===== config.mk =====
export PLATFORM = sky130hd
export DESIGN_NAME = dot_star_regex_matcher_top_flat
export DESIGN_NICKNAME = d
export VERILOG_FILES = /design/src/hw/rtl/dsr_pkg.sv /design/src/hw/rtl/dsr_in_if.sv /design/src/hw/rtl/dsr_out_if.sv /design/src/hw/rtl/dsr_cell.sv /design/src/hw/rtl/dot_star_regex_matcher_top.sv /design/src/flat_wrapper.sv
export SDC_FILE = /design/constraint.sdc
export NUM_CORES = 1
export LEC_CHECK = 0
export BUFFER_PORTS_ARGS = -buffer_cell sky130_fd_sc_hd__buf_2
export CORE_MARGIN = 4
export CORE_UTILIZATION = 62
export CTS_BUF_LIST = sky130_fd_sc_hd__clkbuf_16
export DETAILED_ROUTE_END_ITERATION = 16
export GPL_ROUTABILITY_DRIVEN = 0
export PLACE_DENSITY = 0.8
export REMOVE_ABC_BUFFERS = 1
export SYNTH_ARGS = -nofsm -noshare
export SYNTH_HDL_FRONTEND = slang
export SYNTH_SLANG_ARGS = --single-unit

===== constraint.sdc =====
create_clock -name clk -period 2.49 [get_ports clk]
set_input_delay 0.1245 -clock clk [delete_from_list [all_inputs] [get_ports clk]]
set_output_delay 0.1245 -clock clk [all_outputs]
set_load 0.01 [all_outputs]

===== src/hw/rtl/dsr_pkg.sv =====
package dsr_pkg;

  // Field widths fixed by the item format.
  localparam int REQ_W  = 2;
  localparam int SLOT_W = 4;
  localparam int BYTE_W = 8;
  localparam int LEN_W  = 5;

  typedef logic [REQ_W-1:0]  req_t;
  typedef logic [BYTE_W-1:0] byte_t;

  // Request codes.
  localparam req_t REQ_WRITE = 2'd0;
  localparam req_t REQ_TEXT  = 2'd1;
  localparam req_t REQ_END   = 2'd2;

  // Pattern byte that matches any text byte.
  localparam byte_t ANY_BYTE = 8'd46;

  // Per-cell control, computed once in the top level for each position.
  typedef struct packed {
    logic head;       // this cell is position zero
    logic wr_en;      // load this cell's pattern element
    logic step;       // a text byte is accepted this cycle
    logic restart;    // an end-of-text item is accepted this cycle
    logic pos_live;   // position index is within the length in use (i <= len)
    logic elem_live;  // element index is within the length in use (i < len)
  } cell_ctrl_t;

endpackage


===== src/hw/rtl/dsr_in_if.sv =====
interface dsr_in_if;
  import dsr_pkg::*;

  logic                valid;
  logic                ready;
  logic [REQ_W-1:0]    req_type;
  logic [SLOT_W-1:0]   slot;
  logic [BYTE_W-1:0]   element_byte;
  logic                element_star;
  logic [BYTE_W-1:0]   text_byte;

  modport source (
    output valid, req_type, slot, element_byte, element_star, text_byte,
    input  ready
  );

  modport sink (
    input  valid, req_type, slot, element_byte, element_star, text_byte,
    output ready
  );

endinterface


===== src/hw/rtl/dsr_out_if.sv =====
interface dsr_out_if;

  logic valid;
  logic ready;
  logic matched;

  modport source (
    output valid, matched,
    input  ready
  );

  modport sink (
    input  valid, matched,
    output ready
  );

endinterface


===== src/hw/rtl/dsr_cell.sv =====
module dsr_cell
  import dsr_pkg::*;
(
  input  logic       clk,
  input  logic       rst_n,
  input  cell_ctrl_t ctrl,
  input  byte_t      wr_byte,
  input  logic       wr_star,
  input  byte_t      txt_byte,
  input  logic       carry_in,
  input  logic       shift_in,
  output logic       carry_out,
  output logic       shift_out,
  output logic       closed,
  output logic       act
);

  byte_t elem_byte_r;
  logic  elem_star_r;
  logic  act_r;
  logic  act_nxt;
  logic  hit;

  // Position is active after closure if it was active or a starred
  // predecessor may be skipped into it.
  assign closed = ctrl.pos_live & (act_r | carry_in);

  // The element consumes the text byte.
  assign hit = closed & ctrl.elem_live &
               ((elem_byte_r == ANY_BYTE) || (elem_byte_r == txt_byte));

  assign carry_out = closed & ctrl.elem_live & elem_star_r;
  assign shift_out = hit & ~elem_star_r;
  assign act       = act_r;

  // Pattern element storage, loaded by write items.
  always_ff @(posedge clk) begin
    if (ctrl.wr_en) begin
      elem_byte_r <= wr_byte;
      elem_star_r <= wr_star;
    end
  end

  // Next active flag: a starred element stays, a plain one hands on.
  always_comb begin
    act_nxt = act_r;
    if (ctrl.restart) begin
      act_nxt = ctrl.head;
    end else if (ctrl.step) begin
      act_nxt = (hit & elem_star_r) | shift_in;
    end
  end

  always_ff @(posedge clk) begin
    if (!rst_n) begin
      act_r <= ctrl.head;
    end else begin
      act_r <= act_nxt;
    end
  end

endmodule


===== src/hw/rtl/dot_star_regex_matcher_top.sv =====
// Whole-text matcher for a pattern of up to MAX_PATTERN elements, each a byte
// (46 matches any byte) with an optional star. Load elements with write items,
// set cfg_wdata to the number of elements in use, then stream text bytes and
// close each text with an end-of-text item, which returns one matched flag and
// restarts the matcher. The block accepts one item per cycle; any item waits
// only while a previous result sits unread in the output register and the
// receiver is not ready. A row of MAX_PATTERN cells holds the pattern and the
// active positions; the star closure ripples combinationally through the row,
// so the clock period grows with MAX_PATTERN.
// Reset leaves the pattern undefined, the length zero and only position zero
// active; no clearing pass.
module dot_star_regex_matcher_top
  import dsr_pkg::*;
#(
  parameter int MAX_PATTERN = 16
) (
  input  logic             clk,
  input  logic             rst_n,
  dsr_in_if.sink           in_chan,
  dsr_out_if.source        out_chan,
  input  logic             cfg_we,
  input  logic [LEN_W-1:0] cfg_wdata
);

  logic [LEN_W-1:0]       cfg_length_r;
  logic                   out_valid_r;
  logic                   out_matched_r;
  logic                   end_act_r;
  logic                   end_act_nxt;
  logic                   in_acc;
  logic                   acc_write;
  logic                   acc_text;
  logic                   acc_end;
  logic                   end_live;
  logic                   end_closed;
  logic                   matched_nxt;
  logic [MAX_PATTERN:0]   carry;
  logic [MAX_PATTERN:0]   shift;
  logic [MAX_PATTERN-1:0] closed_vec;
  logic [MAX_PATTERN-1:0] at_end_vec;
  logic [MAX_PATTERN-1:0] act_vec;

  // Handshake: the output register parts the two sides.
  assign in_chan.ready = ~out_valid_r | out_chan.ready;
  assign in_acc        = in_chan.valid & in_chan.ready;
  assign acc_write     = in_acc & (in_chan.req_type == REQ_WRITE);
  assign acc_text      = in_acc & (in_chan.req_type == REQ_TEXT);
  assign acc_end       = in_acc & (in_chan.req_type == REQ_END);

  // Length register.
  always_ff @(posedge clk) begin
    if (!rst_n) begin
      cfg_length_r <= '0;
    end else if (cfg_we) begin
      cfg_length_r <= cfg_wdata;
    end
  end

  assign carry[0] = 1'b0;
  assign shift[0] = 1'b0;

  // Row of cells, one per pattern element.
  for (genvar i = 0; i < MAX_PATTERN; i++) begin : g_cell
    cell_ctrl_t ctrl;
    logic       slot_hit;

    if (i < (1 << SLOT_W)) begin : g_slot
      assign slot_hit = (in_chan.slot == SLOT_W'(i));
    end else begin : g_noslot
      assign slot_hit = 1'b0;
    end

    assign ctrl.head      = (i == 0);
    assign ctrl.wr_en     = acc_write & slot_hit;
    assign ctrl.step      = acc_text;
    assign ctrl.restart   = acc_end;
    assign ctrl.pos_live  = (int'(cfg_length_r) >= i);
    assign ctrl.elem_live = (int'(cfg_length_r) > i);
    assign at_end_vec[i]  = (int'(cfg_length_r) == i);

    dsr_cell u_cell (
      .clk       (clk),
      .rst_n     (rst_n),
      .ctrl      (ctrl),
      .wr_byte   (in_chan.element_byte),
      .wr_star   (in_chan.element_star),
      .txt_byte  (in_chan.text_byte),
      .carry_in  (carry[i]),
      .shift_in  (shift[i]),
      .carry_out (carry[i+1]),
      .shift_out (shift[i+1]),
      .closed    (closed_vec[i]),
      .act       (act_vec[i])
    );
  end

  // Final position, past the last element; a length above the row acts as full.
  assign end_live   = (int'(cfg_length_r) >= MAX_PATTERN);
  assign end_closed = end_live & (end_act_r | carry[MAX_PATTERN]);

  always_comb begin
    end_act_nxt = end_act_r;
    if (acc_end) begin
      end_act_nxt = 1'b0;
    end else if (acc_text) begin
      end_act_nxt = shift[MAX_PATTERN];
    end
  end

  always_ff @(posedge clk) begin
    if (!rst_n) begin
      end_act_r <= 1'b0;
    end else begin
      end_act_r <= end_act_nxt;
    end
  end

  // The answer is the closed flag at the position equal to the length.
  assign matched_nxt = (|(closed_vec & at_end_vec)) | end_closed;

  // Output register.
  always_ff @(posedge clk) begin
    if (!rst_n) begin
      out_valid_r <= 1'b0;
    end else if (acc_end) begin
      out_valid_r <= 1'b1;
    end else if (out_chan.ready) begin
      out_valid_r <= 1'b0;
    end
  end

  always_ff @(posedge clk) begin
    if (acc_end) begin
      out_matched_r <= matched_nxt;
    end
  end

  assign out_chan.valid   = out_valid_r;
  assign out_chan.matched = out_matched_r;

  // An accepted end-of-text item always leaves a result waiting.
  a_end_gives_result: assert property (@(posedge clk) disable iff (!rst_n)
    acc_end |=> out_valid_r)
    else $error("end-of-text item produced no result");

  // An end-of-text item restarts the active set at position zero alone.
  a_restart_set: assert property (@(posedge clk) disable iff (!rst_n)
    acc_end |=> (act_vec == MAX_PATTERN'(1)) && !end_act_r)
    else $error("active set not restarted after end of text");

  // Input stalls only while a result waits unread.
  a_stall_cause: assert property (@(posedge clk) disable iff (!rst_n)
    !in_chan.ready |-> (out_valid_r && !out_chan.ready))
    else $error("input stalled without a pending result");

  // Text and write items leave a pending result untouched.
  a_result_holds: assert property (@(posedge clk) disable iff (!rst_n)
    (out_valid_r && !out_chan.ready && !acc_end) |=> $stable(out_matched_r))
    else $error("pending result changed");

endmodule


===== src/flat_wrapper.sv =====
// flat-port wrapper written by rule: the top's interface ports become plain ports
module dot_star_regex_matcher_top_flat import dsr_pkg::*;
#(
  parameter int MAX_PATTERN = 16
)
  (clk, rst_n, cfg_we, cfg_wdata, in_chan_valid, in_chan_req_type, in_chan_slot, in_chan_element_byte, in_chan_element_star, in_chan_text_byte, in_chan_ready, out_chan_valid, out_chan_matched, out_chan_ready);
  dsr_in_if in_chan_i ();
  dsr_out_if out_chan_i ();
  input  logic clk;
  input  logic rst_n;
  input  logic cfg_we;
  input  logic [LEN_W-1:0] cfg_wdata;
  input wire logic [$bits(in_chan_i.valid)-1:0] in_chan_valid;
  input wire logic [$bits(in_chan_i.req_type)-1:0] in_chan_req_type;
  input wire logic [$bits(in_chan_i.slot)-1:0] in_chan_slot;
  input wire logic [$bits(in_chan_i.element_byte)-1:0] in_chan_element_byte;
  input wire logic [$bits(in_chan_i.element_star)-1:0] in_chan_element_star;
  input wire logic [$bits(in_chan_i.text_byte)-1:0] in_chan_text_byte;
  output wire logic [$bits(in_chan_i.ready)-1:0] in_chan_ready;
  output wire logic [$bits(out_chan_i.valid)-1:0] out_chan_valid;
  output wire logic [$bits(out_chan_i.matched)-1:0] out_chan_matched;
  input wire logic [$bits(out_chan_i.ready)-1:0] out_chan_ready;
  assign in_chan_i.valid = in_chan_valid;
  assign in_chan_i.req_type = in_chan_req_type;
  assign in_chan_i.slot = in_chan_slot;
  assign in_chan_i.element_byte = in_chan_element_byte;
  assign in_chan_i.element_star = in_chan_element_star;
  assign in_chan_i.text_byte = in_chan_text_byte;
  assign in_chan_ready = in_chan_i.ready;
  assign out_chan_valid = out_chan_i.valid;
  assign out_chan_matched = out_chan_i.matched;
  assign out_chan_i.ready = out_chan_ready;
  dot_star_regex_matcher_top #(.MAX_PATTERN(MAX_PATTERN)) u_core (.clk(clk), .rst_n(rst_n), .in_chan(in_chan_i), .out_chan(out_chan_i), .cfg_we(cfg_we), .cfg_wdata(cfg_wdata));
endmodule

# Word-level counts from Yosys, hierarchy flattened
# Index checks and enable logic that the tools add are counted.
[totals]
word_cells = 340
regBits = 168
out_inout_bits = 3
in_bits = 33
[op_classes]
n_mux = 2
order_cmp = 32
eq_ne = 64
n_bitwise = 168
n_reduce_logical = 22
[op_table]
columns = ["op", "n"]
rows = [
  ["8-bit by 6-bit equality test with 1-bit output, second input constant", 16],
  ["8-bit equality test", 16],
  ["1-bit AND", 116],
  ["5-bit equality test, second input constant", 8],
  ["5-bit by 4-bit greater-or-equal comparator with 1-bit output, second input constant", 8],
  ["5-bit by 4-bit > comparator with 1-bit output, second input constant", 8],
  ["1-bit OR", 33],
  ["4-bit equality test, second input constant", 8],
  ["5-bit by 4-bit equality test with 1-bit output, second input constant", 4],
  ["5-bit by 3-bit greater-or-equal comparator with 1-bit output, second input constant", 4],
  ["5-bit by 3-bit > comparator with 1-bit output, second input constant", 4],
  ["1-bit inverter", 18],
  ["16-bit AND", 1],
  ["4-bit by 3-bit equality test with 1-bit output, second input constant", 4],
  ["1-bit logical OR", 16],
  ["16-bit OR reduction", 1],
  ["5-bit by 3-bit equality test with 1-bit output, second input constant", 2],
  ["5-bit by 2-bit greater-or-equal comparator with 1-bit output, second input constant", 2],
  ["5-bit by 1-bit > comparator with 1-bit output, second input constant", 2],
  ["5-bit by 2-bit > comparator with 1-bit output, second input constant", 2],
  ["4-bit by 2-bit equality test with 1-bit output, second input constant", 2],
  ["5-bit by 2-bit equality test with 1-bit output, second input constant", 1],
  ["5-bit by 1-bit greater-or-equal comparator with 1-bit output, second input constant", 1],
  ["5-bit greater-or-equal comparator, second input constant", 1],
  ["other kinds (9)", 10],
]

# Logic depth before layout (Yosys ltp)
# Gate-level depths: netlist of the first run.
[depth]
depth_word = 66
depth_mapped = 9
mapped_depth_nobuf = 7

# Cells and area by module
# A second synthesis of the first run with hierarchy kept.
[hier_totals]
cells_unflattened = 678
hier_area_um2 = 8403.1
[by_module_without_submodules]
columns = ["mod", "instances", "area_each_um2", "cells_each", "seq_area_each_um2"]
rows = [
  ["dsr_cell", 16, 467.9, 34, 300.3],
  ["dot_star_regex_matcher_top", 1, 915.9, 134, 170.2],
]

# Least setup slack after synthesis of the first run
# Ideal clock, no wire load.
[synth_timing]
path_kind = "reg2reg"
startpoint = "register u_core.out_valid_r (netlist: u_core.out_chan.valid)"
endpoint = "register u_core.g_cell[0].u_cell.elem_byte_r[0], enable pin"
period_less_slack_ns = 2.354
setup_ns = 0.387
slack_ns = 0.136
required_ns = 2.103
t_arrival_ns = 1.968
path_stages_with_launch = 6
n_path_buf = 0
cell_sequence = "dfxtp_1 nand2b_1 nand2_1 or3_1 or3_1 nor3_1"
[synth_rtl]
columns = ["element", "line", "rtl"]
rows = [
  ["start, declared", "dot_star_regex_matcher_top.sv:26", "logic out_valid_r;"],
  ["start signal, assigned", "dot_star_regex_matcher_top.sv:124", "out_valid_r <= 1'b0;"],
  ["start signal, assigned", "dot_star_regex_matcher_top.sv:126", "out_valid_r <= 1'b1;"],
  ["start signal, assigned", "dot_star_regex_matcher_top.sv:128", "out_valid_r <= 1'b0;"],
  ["end signal, assigned", "dsr_cell.sv:39", "elem_byte_r <= wr_byte;"],
  ["end, declared", "dsr_cell.sv:18", "byte_t elem_byte_r;"],
]

==> results.toml, run 1 <==
[sta]
final_max_slew_viol_count = 0
fin_crit_sh_pct = 95.6
finalClockSkew_ns = 0.00822
worstMarginPinSlew_ns = 0.589
hold_viol_final = 0
max_freq_ghz = 0.420
setup_violations = 0
relSlewSlack_pct = 60.7
finalCriticalPeriod_ns = 2.38

[layout]
area_growth_pct = 15.1
fin_cells = 939
nFillCells = 795
seqCellArea_um2 = 4820
antennaDiodeCount = 0
fin_nets = 788
multi_input_area_um2 = 3290
drive_gt1_share_pct = 16.0

[synthesis]
synth_warnings = 0
ys.flop_type = "edfxtp_1"
ys_types = 63
synthArstFlopShare_pct = 0
postSynthAreaPerCell_um2 = 12.0
yosysSeqAreaShare_pct = 58.3
yosys_register_bits = 168
netlist_area_um2 = 8260
syn-instance-count = 688
synth_edf_count = 145

[detailed_routing]
num_vias = 6077
drc_errors = 0
routed_via_density = 6.47
drt-pass1-iter-count = 6
wl_um = 20500
ant_nets = 0
drt_iter0_drc = 942
routedWlPerCell_um = 21.9

[power]
p_total_uw = 6230
leakagePower_uw = 0.00314
power_density_nw_per_um2 = 655
ir_worst_vdd_mv = 0.690

[floorplan]
ioPinCount = 36
die_y_um = 123
die_w_um = 123
coreArea_um2 = 12800
start_util_pct = 64.4
rows = 41
die_area_um2 = 15200

[job]
drv_cap = 0

[worst_setup_path]
cp-end-kind = "flop"
worstPathArrival_ns = 2.52
critical_path_required_ns = 2.63
path_class = "reg -> reg"
worst-path-max-fanout = 8
critPathLaunchType = "flop"
ff2ff_setup_slack_ns = 0.11

[clock_tree]
cts.path.max_buffers = 2
cts-htree-levels = 4
clkTransAtPathRegs_ns = 0.07
clk_latency_ns = 0.43
cts_root_buf = "clkbuf_16"
cts_tree = "done"
cts_made_buffers = 17
cts_setup_buffers = 0
clock_sinks = 168

[grt]
antenna_found_initial = 0
grt_overflow = 0
grt_pass1_vias = 5952
grt_max_degree = 24
grt_first_pass_wirelength_um = 31900
grt_usage_pct = 28.3

[status]
status = "complete, no violations"

[hold_path]
hold_class = "in -> reg"

[placed_design]
dpl.hpwl_um = 13600
port_buffers = 35
dp_cells = 901
power by group:
part,internal (µW),switching (µW),leakage (µW)
logic,180,304,0.00135
clock network,1500,1120,0.000290
registers,3090,33.2,0.00149
state kept, by name (all words and copies together), names as in the netlist:
name	cells
u_core.g_cell.u_cell.act	16
u_core.g_cell.u_cell.elem_byte_r	128
u_core.cfg_length_r	5
u_core.g_cell.u_cell.elem_star_r	16
u_core.out_chan.matched	1
u_core.out_chan.valid	1
u_core.end_act_r	1
critical path: stages, from the launching register on:
cell	delay, ns
dfxtp_1	0.31
nand2b_1	0.13
nand2_1	0.11
or3_1	0.42
or3_1	0.42
nor3_1	0.44
buf_4	0.27
path summary, 6_finish.rpt:
kind,start,end,depth (start not counted)
max,u_core.out_chan.valid$_SDFFE_PN0P_,u_core.g_cell[0].u_cell.elem_byte_r[1]$_DFFE_PP_,6
min reg2reg,u_core.end_act_r$_SDFFE_PP0P_,u_core.end_act_r$_SDFFE_PP0P_,2
min,cfg_wdata[1],u_core.cfg_length_r[1]$_SDFFE_PN0P_,3
max reg2reg,u_core.out_chan.valid$_SDFFE_PN0P_,u_core.g_cell[0].u_cell.elem_byte_r[1]$_DFFE_PP_,6
cells by family (layout without fill, tap and decap cells):
family	after synthesis	count (layout)	synth area share, %
xor+xnor	128	128	13.6
buf+inv	50	129	2.54
compound gates	126	126	10.9
mux	5	5	0.606
simple gates	211	211	14.1
flops	168	168	58.3
through the flow:
step	cell area (µm²)	setup TNS, ns	hold slack (ns)	util (%)	setup slack [ns]
after floorplan	8120	0	0.223	-	0.00795
after global placement	8790	0	0.394	68.6	0.281
after detailed placement	8790	0	0.392	68.6	0.0908
after CTS	9470	0	0.0111	73.8	0.00338
after global routing	9510	-0.00562	0.0193	74.2	-0.00562
final	9510	0	0.0144	74.2	0.110
layout by cell type, fill, tap and decap left out, types with 22 or more instances in the layout:
cell	count
edfxtp_1	145
xnor2_1	80
nor2_1	48
xor2_1	48
buf_4	37
buf_2	35
nand4_1	30
nand2_1	29
a21oi_1	27
nor4_1	22
dfxtp_1	22
layer usage:
metal | share of wire (%) | global-route usage (%) | vias up
met5 | 0 | 0 | -
met1 | 39 | 35.9 | 2920
met3 | 9.5 | 7.96 | 62
li1 | - | - | 2725
met2 | 49 | 46.9 | 370
met4 | 2.5 | 9.69 | 0
repair_timing:
item,4_1_cts,5_1_grt
resized for setup,1,9
hold buffers,7,0
endpoints found under the hold margin,5,0
endpoints found under the setup margin,1,6
gates cloned,0,0
Yosys cell counts (13+ instances only):
master	number	area (µm²)
edfxtp_1	145	4350
xnor2_1	80	701
nor2_1	48	180
xor2_1	48	420
nand4_1	30	188
a21oi_1	29	145
nand2_1	29	109
dfxtp_1	23	460
nor4_1	22	138
o21ai_0	20	100
clkbuf_1	19	71.3
inv_1	18	67.6
nor2b_1	15	93.8
nor3_1	14	70.1
a211oi_1	13	97.6
layout make-up:
type,count,area share [%]
Tap cell,172,2.26
Inverter,19,0.750
Sequential cell,168,50.6
Clock inverter,14,1.75
Multi-Input combinational cell,470,34.6
Timing Repair Buffer,79,5.50
Clock buffer,17,4.47
No activity file was read; power rests on OpenSTA's default activity.
==> run 2, diff against run 1 <==
clock period = 2.65 ns   (was 2.49 ns; I/O delays follow)
==> run 2 against run 1 <==
Net effect:
- sequential share of layout area grew 0.53 points
- largest power group unchanged
- sequential power shrank 6%
- utilization shrank 0.78 points
- largest cell class unchanged
- wire length shrank 1.9%
- non-clock buffer count shrank 11
- highest routed layer unchanged
- via count shrank 0.77%
- fmax shrank 0.54%
- clock skew shrank 0.00072 ns
- final area shrank 1.1%
- combinational power shrank 11%
- critical path type unchanged
- hold slack gained 0.050 ns
==> results.toml, run 2 (synthesized netlist as in run 1, its figures left out) <==
[status]
status = "complete, no violations"

[detailed_routing]
drt-pass1-iter-count = 5
drc_errors = 0
num_vias = 6030
wl_um = 20100
drt_iter0_drc = 753
routedWlPerCell_um = 21.7
routed_via_density = 6.49
ant_nets = 0

[power]
combPwrFrac_pct = 7.2
pwr-share-seq_pct = 49.1
power_switching_uw = 1330
power_density_nw_per_um2 = 634
p_int_uw = 4640
power_frac_clock_pct = 43.7
leakagePower_uw = 0.00308
ir_worst_vdd_mv = 0.439
swShare_pct = 22.3

[grt]
grt_first_pass_wirelength_um = 31500
grt_max_degree = 24
met3_usage_pct = 5.58
grt_pass1_vias = 6037
grt_overflow = 0
grt_usage_pct = 28.1
busiest_layer = "met2"
gr-usage-met2_pct = 47.1
use_met1_pct = 35.1
antenna_found_initial = 0

[clock_tree]
cts_tree = "done"
clkTransAtPathRegs_ns = 0.06
clock_sinks = 168
cts_root_buf = "clkbuf_16"
cts.path.max_buffers = 2
clk_latency_ns = 0.42
cts-htree-levels = 4
cts_made_buffers = 17
cts_setup_buffers = 0

[sta]
setup_slack_ns = 0.257
relSlewSlack_pct = 37.5
finalSetupTns_ns = 0
rsz0062_at_grt = "no"
worstMarginPinSlew_ns = 0.934
hold_viol_final = 0
setup_violations = 0
finalClockSkew_ns = 0.00750
fin_crit_sh_pct = 90.3
max_freq_ghz = 0.418
finalCriticalPeriod_ns = 2.39
final_max_slew_viol_count = 0

[worst_setup_path]
r2r_end = "u_core.out_chan.matched$_DFFE_PP_"
cp-end-kind = "flop"
path_class = "reg -> reg"
ff2ff_path_depth = 7
critPathMaxStageDelay_ns = 0.44
ff2ff_setup_slack_ns = 0.26
slowest_stage = "o31ai_1"
cp_cell_sequence = "or2_1 > o31ai_1 > o41ai_1 > a21oi_1 > o2111ai_1 > nor4_1 > nand2_1"
reg2reg_from = "u_core.cfg_length_r[3]$_SDFFE_PN0P_"
worst-path-max-fanout = 7
critPathLaunchType = "flop"
critical_path_required_ns = 2.82
worstPathArrival_ns = 2.56

[floorplan]
die_area_um2 = 15200
ioPinCount = 36
die_y_um = 123
rows = 41
start_util_pct = 64.4
die_w_um = 123
coreArea_um2 = 12800

[job]
drv_cap = 0

[layout]
area_growth_pct = 13.9
drive_gt1_share_pct = 13.6
seqCellArea_um2 = 4810
fin_nets = 777
finish.utilization_pct = 73.4
layout_common_cells = "edfxtp_1 (145), xnor2_1 (80), nor2_1 (48), xor2_1 (48), buf_2 (35)"
top_register = "u_core.g_cell.u_cell.elem_byte_r"
antennaDiodeCount = 0
multi_input_area_um2 = 3240
nFillCells = 824
largest_reg_flops = 128
layout_commonest_cell = "edfxtp_1"

[hold_path]
hold_class = "in -> reg"
worstHoldPathCells = 3
hold_start = "out_chan_ready"
min_to = "u_core.out_chan.valid$_SDFFE_PN0P_"

[placed_design]
dpl.hpwl_um = 13100
port_buffers = 35
place_ws_ns = 0.312
[run 2: cell count changes in the layout (fill, tap and decap cells not counted), sizes merged]
cell         delta
buf            -13
bufinv          +2
clkinvlp        +3
clkinv          -3
inv             -1
dlygate4sd3     +2
[run 2: final cells by class]
cell class / count / area share (%)
clock buffers: 17 / 4.52
clock inverters: 15 / 2.11
inverters: 19 / 0.758
multi-input cells: 470 / 34.4
flip-flops and latches: 168 / 51.2
well taps: 172 / 2.29
repair buffers: 68 / 4.73
[run 2: worst max-delay path, delay by kind of cell (launching register included)]
family / cells / cell delay [ns]
AO/OA/AOI/OAI: 4 / 1.08
flip-flops: 1 / 0.31
AND/OR/NAND/NOR: 3 / 0.74
[run 2: repair_timing]
action	4_1_cts	5_1_grt
hold endpoints to repair	6	0
hold buffers	9	0
gates resized for setup	0	0
[run 2: worst max path at each step]
stage,slack (ns),start,depth (start not counted),end
6_report,0.26,u_core.cfg_length_r[3]$_SDFFE_PN0P_,7,u_core.out_chan.matched$_DFFE_PP_
4_1_cts,0.30,u_core.cfg_length_r[3]$_SDFFE_PN0P_,7,u_core.out_chan.matched$_DFFE_PP_
2_1_floorplan,0.17,u_core.out_chan.valid$_SDFFE_PN0P_,6,u_core.g_cell[2].u_cell.act$_SDFFE_PP0P_
3_5_place_dp,0.31,u_core.cfg_length_r[3]$_SDFFE_PN0P_,7,u_core.out_chan.matched$_DFFE_PP_
3_3_place_gp,0.39,u_core.cfg_length_r[1]$_SDFFE_PN0P_,7,u_core.out_chan.matched$_DFFE_PP_
5_1_grt,0.05,u_core.cfg_length_r[3]$_SDFFE_PN0P_,7,u_core.out_chan.matched$_DFFE_PP_
[run 2: power groups by stage]
stage	clock network, µW	logic (µW)	registers [µW]
2_1_floorplan	0	209	2990
3_3_place_gp	0	396	2980
3_5_place_dp	0	409	2990
4_1_cts	2620	424	2930
5_1_grt	2740	466	2930
6_report	2610	430	2930
[run 2: layer usage]
| layer | share of wire (%) | up-vias |
|---|---|---|
| met5 | 0 | - |
| met4 | 3.3 | 0 |
| met3 | 8.5 | 71 |
| met2 | 49 | 362 |
| met1 | 39 | 2896 |
| li1 | - | 2701 |
[run 2: through the flow]
stage / total power, µW / hold slack (ns) / cells / cell area (µm²)
finish: 5970 / 0.0642 / 929 / 9410
global route: 6140 / 0.0973 / 929 / 9410
CTS: 5970 / 0.0465 / 929 / 9410
detailed placement: 3390 / 0.402 / 888 / 8700
global placement: 3380 / 0.401 / 888 / 8700
floorplan: 3200 / 0.231 / 657 / 8120
==> run 3, diff against run 2 <==
MAX_ROUTING_LAYER = met4   (was not set)
==> run 3 against run 2 <==
Net effect:
- via count increased by 0.18%
- non-clock buffer count unchanged
- wire length barely moved
- combinational power is essentially flat
- utilization did not move
- critical path depth did not move
- power about the same
- final cell count is the same
- hold slack lost 0.0015 ns
- global-route usage rose by 0.86 points
- first-iteration DRC count rose by 21%
- sequential power hardly changed
==> results.toml, run 3 (synthesized netlist as in run 1, its figures left out) <==
[status]
status = "complete, no violations"

[grt]
grt_pass1_vias = 6026
grt_first_pass_wirelength_um = 31500
grt_overflow = 0
grt_max_degree = 24
met3_usage_pct = 6.50
grt_usage_pct = 29.0
busiest_layer = "met2"
use_met1_pct = 35.1
gr-usage-met2_pct = 47.2
antenna_found_initial = 0

[floorplan]
ioPinCount = 36
die_w_um = 123
rows = 41
coreArea_um2 = 12800
die_y_um = 123
start_util_pct = 64.4
die_area_um2 = 15200

[sta]
final_max_slew_viol_count = 0
max_freq_ghz = 0.414
whs_ns = 0.0628
worstMarginPinSlew_ns = 0.897
finalCriticalPeriod_ns = 2.41
hold_viol_final = 0
rsz0062_at_grt = "no"
setup_violations = 0
finalSetupTns_ns = 0
finalClockSkew_ns = 0.00570
fin_crit_sh_pct = 91.1
relSlewSlack_pct = 40.0

[layout]
drive_gt1_share_pct = 13.6
layout_commonest_cell = "edfxtp_1"
top_register = "u_core.g_cell.u_cell.elem_byte_r"
antennaDiodeCount = 0
fin_nets = 777
largest_reg_flops = 128
area_growth_pct = 13.9
layout_common_cells = "edfxtp_1 (145), xnor2_1 (80), nor2_1 (48), xor2_1 (48), buf_2 (35)"

[detailed_routing]
routedWlPerCell_um = 21.7
drc_errors = 0
drt-pass1-iter-count = 5
wl_um = 20200
ant_nets = 0
drt_iter0_drc = 912
num_vias = 6041
routed_via_density = 6.50

[worst_setup_path]
reg2reg_from = "u_core.cfg_length_r[3]$_SDFFE_PN0P_"
r2r_end = "u_core.out_chan.matched$_DFFE_PP_"
path_class = "reg -> reg"
ff2ff_path_depth = 7
ff2ff_setup_slack_ns = 0.24
critPathLaunchType = "flop"
worstPathArrival_ns = 2.58
cp-end-kind = "flop"
worst-path-max-fanout = 7
critical_path_required_ns = 2.82

[power]
power_density_nw_per_um2 = 634
ir_worst_vdd_mv = 0.443
leakagePower_uw = 0.00308

[placed_design]
dpl.hpwl_um = 13100
port_buffers = 35

[clock_tree]
cts_root_buf = "clkbuf_16"
cts.path.max_buffers = 2
cts-htree-levels = 4
cts_made_buffers = 17
clkTransAtPathRegs_ns = 0.07
clk_latency_ns = 0.42
cts_setup_buffers = 0
clock_sinks = 168
cts_tree = "done"

[job]
drv_cap = 0

[hold_path]
hold_class = "in -> reg"
min_to = "u_core.out_chan.valid$_SDFFE_PN0P_"
worstHoldPathCells = 3
hold_start = "out_chan_ready"
-- run 3: through the flow --
| stage | setup WS, ns | util (%) | instances | total power (µW) | area [µm²] |
|---|---|---|---|---|---|
| 6_report | 0.235 | 73.4 | 929 | 5960 | 9410 |
| 5_1_grt | 0.0463 | 73.4 | 929 | 6150 | 9410 |
| 4_1_cts | 0.303 | 73.4 | 929 | 5970 | 9410 |
| 3_5_place_dp | 0.312 | 67.8 | 888 | 3390 | 8700 |
| 3_3_place_gp | 0.389 | 67.8 | 888 | 3380 | 8700 |
| 2_1_floorplan | 0.168 | - | 657 | 3200 | 8120 |
-- run 3: per-layer routing --
layer / part of all wire, % / wire length, µm / up-vias
met5: 0 / 0 / -
met4: 3.2 / 639 / 0
met3: 8.7 / 1750 / 62
met2: 49 / 9870 / 356
met1: 39 / 7890 / 2919
li1: - / - / 2704
-- run 3: cell type report --
cell class,count,area (µm²)
Inverter,19,71.3
Clock buffer,17,425
Sequential cell,168,4810
Multi-Input combinational cell,470,3240
Tap cell,172,215
Fill cell,824,3410
Clock inverter,15,199
Timing Repair Buffer,68,445
-- run 3: timing repair --
item	4_1_cts	5_1_grt
endpoints found under the hold margin	6	0
gates resized for setup	0	0
endpoints found under the setup margin	0	0
hold buffers	9	0
-- run 3: worst max path at each step --
stage | from | end | slack, ns | cells after the start
6_report | u_core.cfg_length_r[3]$_SDFFE_PN0P_ | u_core.out_chan.matched$_DFFE_PP_ | 0.24 | 7
5_1_grt | u_core.cfg_length_r[3]$_SDFFE_PN0P_ | u_core.out_chan.matched$_DFFE_PP_ | 0.05 | 7
4_1_cts | u_core.cfg_length_r[3]$_SDFFE_PN0P_ | u_core.out_chan.matched$_DFFE_PP_ | 0.30 | 7
3_5_place_dp | u_core.cfg_length_r[3]$_SDFFE_PN0P_ | u_core.out_chan.matched$_DFFE_PP_ | 0.31 | 7
3_3_place_gp | u_core.cfg_length_r[1]$_SDFFE_PN0P_ | u_core.out_chan.matched$_DFFE_PP_ | 0.39 | 7
2_1_floorplan | u_core.out_chan.valid$_SDFFE_PN0P_ | u_core.g_cell[2].u_cell.act$_SDFFE_PP0P_ | 0.17 | 6
-- run 3: critical path, cell delays in order (launching register included) --
cell and delay, ns:
dfxtp_1 0.31, or2_1 0.34, o31ai_1 0.45, o41ai_1 0.15
a21oi_1 0.33, o2111ai_1 0.17, nor4_1 0.33, nand2_1 0.08
-- run 3: report_power, final --
part,switching [µW],leakage [µW],internal [µW]
logic,275,0.00128,155
registers,28.5,0.00149,2900
clock network,1020,0.000299,1580
total,1320,0.00308,4640
